## src/hdl/mc_call_delta_gamma_unit_macros.svh

```systemverilog
// Assertion helpers for the unit's controller.
// Both macros expect clk_i and rst_ni to be visible where they are used.
`ifndef MC_CALL_DELTA_GAMMA_UNIT_MACROS_SVH
`define MC_CALL_DELTA_GAMMA_UNIT_MACROS_SVH

// Same-cycle implication.
`define MCDG_ASSERT_IMP(name, ante, cons) \
  name: assert property (@(posedge clk_i) disable iff (!rst_ni) (ante) |-> (cons)) \
    else $error("mcdg: same-cycle check failed");

// Next-cycle implication.
`define MCDG_ASSERT_NXT(name, ante, cons) \
  name: assert property (@(posedge clk_i) disable iff (!rst_ni) (ante) |=> (cons)) \
    else $error("mcdg: next-cycle check failed");

`endif

```

## src/hdl/mcdg_pkg.sv

```systemverilog
package mcdg_pkg;

  localparam int unsigned COUNT_BITS_DEF = 32;
  localparam int unsigned ACC_W          = 80;
  localparam int unsigned CFG_IDX_W      = 3;

  // Configuration register indexes.
  localparam logic [CFG_IDX_W-1:0] REG_FORWARD_UP      = 3'd0;
  localparam logic [CFG_IDX_W-1:0] REG_FORWARD_MID     = 3'd1;
  localparam logic [CFG_IDX_W-1:0] REG_FORWARD_DOWN    = 3'd2;
  localparam logic [CFG_IDX_W-1:0] REG_STRIKE          = 3'd3;
  localparam logic [CFG_IDX_W-1:0] REG_VOL_ROOT_TIME   = 3'd4;
  localparam logic [CFG_IDX_W-1:0] REG_DISCOUNT_FACTOR = 3'd5;
  localparam logic [CFG_IDX_W-1:0] REG_INVERSE_BUMP    = 3'd6;

  // Lanes of the three bumped paths.
  localparam logic [1:0] LANE_UP   = 2'd0;
  localparam logic [1:0] LANE_MID  = 2'd1;
  localparam logic [1:0] LANE_DOWN = 2'd2;

  localparam logic [31:0] LOG2E_Q30 = 32'd1549082005;
  localparam logic [31:0] LN2_Q30   = 32'd744261118;
  localparam logic [31:0] Q30_ONE   = 32'h4000_0000;
  localparam logic [3:0]  HORNER_K0 = 4'd9;
  localparam logic [6:0]  DIV_STEPS = 7'd64;

  typedef enum logic [4:0] {
    OP_NOP,
    OP_MUL_XG,
    OP_MUL_Y,
    OP_SPLIT,
    OP_MUL_T,
    OP_H_INIT,
    OP_H_TP,
    OP_H_RECIP,
    OP_H_UPD,
    OP_EXP_FIN,
    OP_MUL_FWD,
    OP_ACC,
    OP_DIV_INIT,
    OP_DIV_STEP,
    OP_DF_LO,
    OP_DF_HI,
    OP_DF_FIN,
    OP_DELTA_PREP,
    OP_MUL_DELTA,
    OP_DELTA_FIN,
    OP_G_LO,
    OP_G_HI,
    OP_G1_FIN,
    OP_G2_LO,
    OP_G2_HI,
    OP_G2_FIN,
    OP_PUBLISH
  } op_e;

  typedef struct packed {
    op_e        op;
    logic [1:0] lane;
  } cmd_t;

  typedef struct packed {
    logic k_last;
    logic div_last;
    logic last;
  } status_t;

  typedef struct packed {
    logic signed [15:0] normal_sample;
    logic               last_sample;
  } in_beat_t;

  typedef struct packed {
    logic [31:0]        price_up;
    logic [31:0]        price_mid;
    logic [31:0]        price_down;
    logic signed [31:0] delta_estimate;
    logic signed [31:0] gamma_estimate;
  } out_beat_t;

  // floor(2^32 / k) for the Horner divisors; k of one is handled apart.
  function automatic logic [31:0] recip_k(input logic [3:0] k);
    logic [31:0] r;
    case (k)
      4'd2:    r = 32'd2147483648;
      4'd3:    r = 32'd1431655765;
      4'd4:    r = 32'd1073741824;
      4'd5:    r = 32'd858993459;
      4'd6:    r = 32'd715827882;
      4'd7:    r = 32'd613566756;
      4'd8:    r = 32'd536870912;
      4'd9:    r = 32'd477218588;
      default: r = 32'd0;
    endcase
    return r;
  endfunction

  // Sign and magnitude to saturated 32-bit two's complement.
  function automatic logic [31:0] to_s32(input logic neg, input logic [63:0] mag);
    logic [31:0] r;
    if (mag >= 64'h0000_0000_8000_0000) begin
      r = neg ? 32'h8000_0000 : 32'h7FFF_FFFF;
    end else begin
      r = neg ? (32'd0 - mag[31:0]) : mag[31:0];
    end
    return r;
  endfunction

endpackage

```

## src/hdl/mcdg_ctrl.sv

```systemverilog
`include "mc_call_delta_gamma_unit_macros.svh"

module mcdg_ctrl
  import mcdg_pkg::*;
(
  input  logic    clk_i,
  input  logic    rst_ni,
  input  logic    in_valid_i,
  output logic    in_ready_o,
  output logic    out_valid_o,
  input  logic    out_ready_i,
  output cmd_t    cmd_o,
  input  status_t status_i
);

  typedef enum logic [1:0] {
    ST_IDLE,
    ST_RUN,
    ST_HOLD
  } state_e;

  state_e state_q;
  cmd_t   cmd_q;
  logic   out_valid_q;

  always_ff @(posedge clk_i or negedge rst_ni) begin
    if (!rst_ni) begin
      state_q     <= ST_IDLE;
      cmd_q       <= '{op: OP_NOP, lane: LANE_UP};
      out_valid_q <= 1'b0;
    end else begin
      if (out_valid_q && out_ready_i) begin
        out_valid_q <= 1'b0;
      end
      case (state_q)
        ST_IDLE: begin
          cmd_q.op <= OP_NOP;
          if (in_valid_i) begin
            state_q  <= ST_RUN;
            cmd_q.op <= OP_MUL_XG;
          end
        end
        ST_HOLD: begin
          // The result register must be empty, or emptied now, before it is rewritten.
          if (!out_valid_q || out_ready_i) begin
            state_q  <= ST_RUN;
            cmd_q.op <= OP_PUBLISH;
          end
        end
        ST_RUN: begin
          case (cmd_q.op)
            OP_MUL_XG:  cmd_q.op <= OP_MUL_Y;
            OP_MUL_Y:   cmd_q.op <= OP_SPLIT;
            OP_SPLIT:   cmd_q.op <= OP_MUL_T;
            OP_MUL_T:   cmd_q.op <= OP_H_INIT;
            OP_H_INIT:  cmd_q.op <= OP_H_TP;
            OP_H_TP:    cmd_q.op <= OP_H_RECIP;
            OP_H_RECIP: cmd_q.op <= OP_H_UPD;
            OP_H_UPD:   cmd_q.op <= status_i.k_last ? OP_EXP_FIN : OP_H_TP;
            OP_EXP_FIN: cmd_q <= '{op: OP_MUL_FWD, lane: LANE_UP};
            OP_MUL_FWD: cmd_q.op <= OP_ACC;
            OP_ACC: begin
              if (cmd_q.lane != LANE_DOWN) begin
                cmd_q <= '{op: OP_MUL_FWD, lane: cmd_q.lane + 2'd1};
              end else if (status_i.last) begin
                cmd_q <= '{op: OP_DIV_INIT, lane: LANE_UP};
              end else begin
                state_q  <= ST_IDLE;
                cmd_q.op <= OP_NOP;
              end
            end
            OP_DIV_INIT: cmd_q.op <= OP_DIV_STEP;
            OP_DIV_STEP: cmd_q.op <= status_i.div_last ? OP_DF_LO : OP_DIV_STEP;
            OP_DF_LO:    cmd_q.op <= OP_DF_HI;
            OP_DF_HI:    cmd_q.op <= OP_DF_FIN;
            OP_DF_FIN: begin
              if (cmd_q.lane != LANE_DOWN) begin
                cmd_q <= '{op: OP_DIV_INIT, lane: cmd_q.lane + 2'd1};
              end else begin
                cmd_q.op <= OP_DELTA_PREP;
              end
            end
            OP_DELTA_PREP: cmd_q.op <= OP_MUL_DELTA;
            OP_MUL_DELTA:  cmd_q.op <= OP_DELTA_FIN;
            OP_DELTA_FIN:  cmd_q.op <= OP_G_LO;
            OP_G_LO:       cmd_q.op <= OP_G_HI;
            OP_G_HI:       cmd_q.op <= OP_G1_FIN;
            OP_G1_FIN:     cmd_q.op <= OP_G2_LO;
            OP_G2_LO:      cmd_q.op <= OP_G2_HI;
            OP_G2_HI:      cmd_q.op <= OP_G2_FIN;
            OP_G2_FIN: begin
              state_q  <= ST_HOLD;
              cmd_q.op <= OP_NOP;
            end
            OP_PUBLISH: begin
              state_q     <= ST_IDLE;
              cmd_q.op    <= OP_NOP;
              out_valid_q <= 1'b1;
            end
            default: begin
              state_q  <= ST_IDLE;
              cmd_q.op <= OP_NOP;
            end
          endcase
        end
        default: begin
          state_q  <= ST_IDLE;
          cmd_q.op <= OP_NOP;
        end
      endcase
    end
  end

  assign in_ready_o  = (state_q == ST_IDLE);
  assign out_valid_o = out_valid_q;
  assign cmd_o       = cmd_q;

  `MCDG_ASSERT_NXT(a_accept_starts, in_valid_i && in_ready_o, cmd_q.op == OP_MUL_XG)
  `MCDG_ASSERT_IMP(a_publish_free, cmd_q.op == OP_PUBLISH, !out_valid_q)
  `MCDG_ASSERT_IMP(a_valid_from_publish, $rose(out_valid_q), $past(cmd_q.op == OP_PUBLISH))

endmodule

```

## config.mk

```make
export PLATFORM = sky130hd
export DESIGN_NAME = mcdg_ctrl
export DESIGN_NICKNAME = d
export VERILOG_FILES = /design/src/hdl/mcdg_pkg.sv /design/src/hdl/mcdg_ctrl.sv
export VERILOG_INCLUDE_DIRS = /design/src /design/src/hdl
export SDC_FILE = /design/constraint.sdc
export NUM_CORES = 1
export LEC_CHECK = 0
export BUFFER_PORTS_ARGS = -buffer_cell sky130_fd_sc_hd__clkbuf_2
export CORE_MARGIN = 2
export CORE_UTILIZATION = 54
export DETAILED_ROUTE_END_ITERATION = 6
export GPL_TIMING_DRIVEN = 0
export PLACE_DENSITY = 0.84
export SKIP_LAST_GASP = 1
export SYNTH_ARGS = -nofsm -noshare
export SYNTH_HDL_FRONTEND = slang
export SYNTH_SLANG_ARGS = --single-unit
export TNS_END_PERCENT = 30
```

## constraint.sdc

```tcl
create_clock -name clk_i -period 1.8 [get_ports clk_i]
set_input_delay 0.18 -clock clk_i [delete_from_list [all_inputs] [get_ports clk_i]]
set_output_delay 0.18 -clock clk_i [all_outputs]
set_load 0.01 [all_outputs]
```

==> flow_metrics.env <==
export IMPL_grt_use_total_pct=28.47
export IMPL_postCtsSetupBuffers=0
export IMPL_postLayoutCellArea_sq_um=1065
export IMPL_slew_headroom_pct=71.61
export IMPL_fin_util_pct=68.30
export IMPL_power_leakage_nw=0.4659
export IMPL_routed_via_density=6.546
export IMPL_dr_pass1_iters=4
export IMPL_gr_total_overflow=0
export IMPL_post_place_ws_ns=-0.03358
export IMPL_dp_hpwl_mm=1.772
export IMPL_rows=14
export IMPL_r2r_end="cmd_o[0]"
export IMPL_clkTransAtPathRegs_ns=0.08
export IMPL_cp_required_ns=1.97
export IMPL_grt_setup_unrepaired="yes"
export IMPL_die_area_sq_um=2049
export IMPL_cts_root_buf="clkbuf_4"
export IMPL_holdPathEnd="state_q[1]"
export IMPL_cp_arrival_ns=1.90
export IMPL_outcome="completed"
export IMPL_cp_end_kind="flip-flop"
export IMPL_io_pins=16
export IMPL_synthDistinctLibCells=43
export IMPL_clkLatencyLatePin_ns=0.27
export IMPL_port_buffers=15
export IMPL_slowest_stage="dfrtp_1"
export IMPL_place_gp_congestion=0.9436
export IMPL_postRouteAntennaNets=0
export IMPL_hold_class="in2reg"
export IMPL_antenna_found_initial=0
export IMPL_hold_viol=0
export IMPL_placed_cells=148
export IMPL_die_y_microns=45.27
export IMPL_antenna_diode_count=0
export IMPL_r2r_setup_slack_ns=0.07
export IMPL_grt_pass1_wl_mm=4.174
export IMPL_power_per_cell_area_nw_per_um2=791.1
export IMPL_setup_ws_ns=0.06589
export IMPL_core_area_sq_um=1559
export IMPL_maxSlewViolCount=0
export IMPL_power_mw=0.8423
export IMPL_syn_inst=117
export IMPL_grt_max_degree=11
export IMPL_crit_chain="buf_2 > nor2_2 > a21boi_1 > o21ai_2 > mux2_4"
export IMPL_syn_num_nets=127
export IMPL_wl_mm=2.450
export IMPL_die_w_microns=45.27
export IMPL_areaGrowthSynthToFinish_pct=15.78
export IMPL_netlist_area_sq_um=919.6
export IMPL_path_max_fanout=10
export IMPL_path_class="reg2reg"
export IMPL_critPathLaunchType="flip-flop"
export IMPL_initial_core_util_pct=58.99
export IMPL_avgSynthCellArea_sq_um=7.860
export IMPL_ys_warn_count=0
export IMPL_clock_path_buffers=2
export IMPL_synth_edf_count=0
export IMPL_period_minus_slack_ns=1.734
export IMPL_hold_depth=4
export IMPL_synth_ff_type="dfrtp_1"
export IMPL_cap_viol_max_count=0
export IMPL_drcViolationCount=0
export IMPL_grt_pass1_vias=911
export IMPL_finalCritPeriodShare_pct=96.34
export IMPL_cts_max_level=1
export IMPL_dr_total_vias=995
export IMPL_ys_ff_latch=10
export IMPL_cts_buffers=3
export IMPL_instances_no_fill=152
export IMPL_ir_worst_vdd_mv=0.4655
export IMPL_finalSetupViolCount=0
export IMPL_slowest_delay_ns=0.40
export IMPL_seq_area_frac_synth_pct=27.21
export IMPL_tightest_slew_ns=0.4259
export IMPL_drtIter0Drc=59
export IMPL_fin_hold_ws_ns=0.1849
export IMPL_skew_ns=0.002249
export IMPL_dpl_cell_area_sq_um=1015
export IMPL_final_nets=147
export IMPL_hp_start="out_ready_i"
export IMPL_timing_fmax_mhz=576.7
export IMPL_reg2reg_depth=5
export IMPL_fin_setup_tns_ns=0
export IMPL_cts_tree="yes"
export IMPL_nFillCells=135
export IMPL_wl_per_cell_microns=16.12
export IMPL_ys_async_sr_fraction_pct=100.0
export IMPL_layout_drive_gt1_share_pct=22.06
export IMPL_r2r_start="cmd_o[2]"
export IMPL_clkSinkCount=10
[registers in the layout (all words and copies together), names as in the netlist]
name and count:
cmd_o 7, state_q 2, out_valid_o 1
[worst max-delay path: cells and delay by family, from the launching register on]
family	cells	cell delay, ns
and+or+nand+nor	1	0.35
DFF	1	0.40
muxes	1	0.31
AOI/OAI and AO/OA	2	0.36
buffers and inverters	1	0.20
[report_power, final]
group / total [mW] / switching (mW) / internal [mW]
Combinational: 0.351 / 0.236 / 0.115
Sequential: 0.276 / 0.0265 / 0.249
Clock: 0.215 / 0.0924 / 0.123
Total: 0.842 / 0.354 / 0.488
[cell type report]
class / count / area (sq um) / area share, %
multi-input combinational: 92 / 609.3 / 57.23
clock buffer: 4 / 36.28 / 3.408
inverter: 4 / 15.01 / 1.410
sequential: 10 / 250.2 / 23.50
timing repair buffer: 16 / 85.08 / 7.991
buffer: 10 / 48.80 / 4.583
tap: 16 / 20.02 / 1.880
[layer usage]
| metal | wire, microns | part of all wire (%) | global-route usage [%] | vias to the layer above |
|---|---|---|---|---|
| met2 | 1118 | 46 | 42.57 | 52 |
| met3 | 172 | 7.0 | 3.600 | 8 |
| li1 | - | - | - | 479 |
| met4 | 63 | 2.6 | 13.53 | 0 |
| met1 | 1094 | 45 | 40.29 | 456 |
| met5 | 0 | 0 | 0 | - |
[worst max-delay path by stage]
stage	start	endpoint	slack [ns]	depth (start not counted)
final	cmd_o[2]	cmd_o[0]	0.07	5
after global routing	cmd_o[3]	cmd_o[4]	-0.07	6
after CTS	cmd_o[4]	cmd_o[6]	0.06	6
after floorplan	cmd_o[4]	cmd_o[0]	0.12	5
after global placement	cmd_o[2]	cmd_o[0]	0.0002	5
after detailed placement	cmd_o[2]	cmd_o[0]	-0.03	5
[kinds of logic after synthesis]
| kind of cell | count (synthesis) | synth area share, % |
|---|---|---|
| mux | 3 | 3.809 |
| fa+ha+maj | 3 | 4.082 |
| flops | 10 | 27.21 |
| simple gates | 42 | 24.35 |
| buf+inv | 15 | 7.345 |
| compound gates | 44 | 33.20 |
[Yosys cell counts, types with 3 or more instances]
cell      count  share of area [%]
dfrtp_1      10                 27
nand2_1       9                3.7
a21oi_1       7                3.8
o21ai_0       7                3.8
nand2b_1      6                4.1
nor2_1        6                2.4
nor2b_1       6                4.1
nor3_1        5                2.7
clkbuf_1      4                1.6
inv_1         4                1.6
o22ai_1       4                2.7
buf_2         3                1.6
ha_1          3                4.1
nand3_1       3                1.6
o31ai_1       3                2.4
[cell usage in the layout (no fill, tap or decap), drive strengths merged, types with 2 or more instances in the layout]
| master | n |
|---|---|
| a211oi | 3 |
| a21o | 2 |
| a21oi | 7 |
| a31oi | 2 |
| a32oi | 2 |
| and3 | 2 |
| buf | 7 |
| clkbuf | 22 |
| dfrtp | 10 |
| ha | 3 |
| inv | 4 |
| mux2i | 2 |
| nand2 | 9 |
| nand2b | 6 |
| nand3 | 3 |
| nor2 | 6 |
| nor2b | 6 |
| nor3 | 5 |
| o21ai | 10 |
| o22ai | 4 |
| o31ai | 3 |
[timing repair]
| action | CTS | global route |
|---|---|---|
| hold buffers | 1 | 0 |
| setup endpoints to repair | 1 | 3 |
| hold endpoints to repair | 10 | 0 |
| gates resized for setup | 2 | 0 |
No activity file was read; power rests on OpenSTA's default activity.
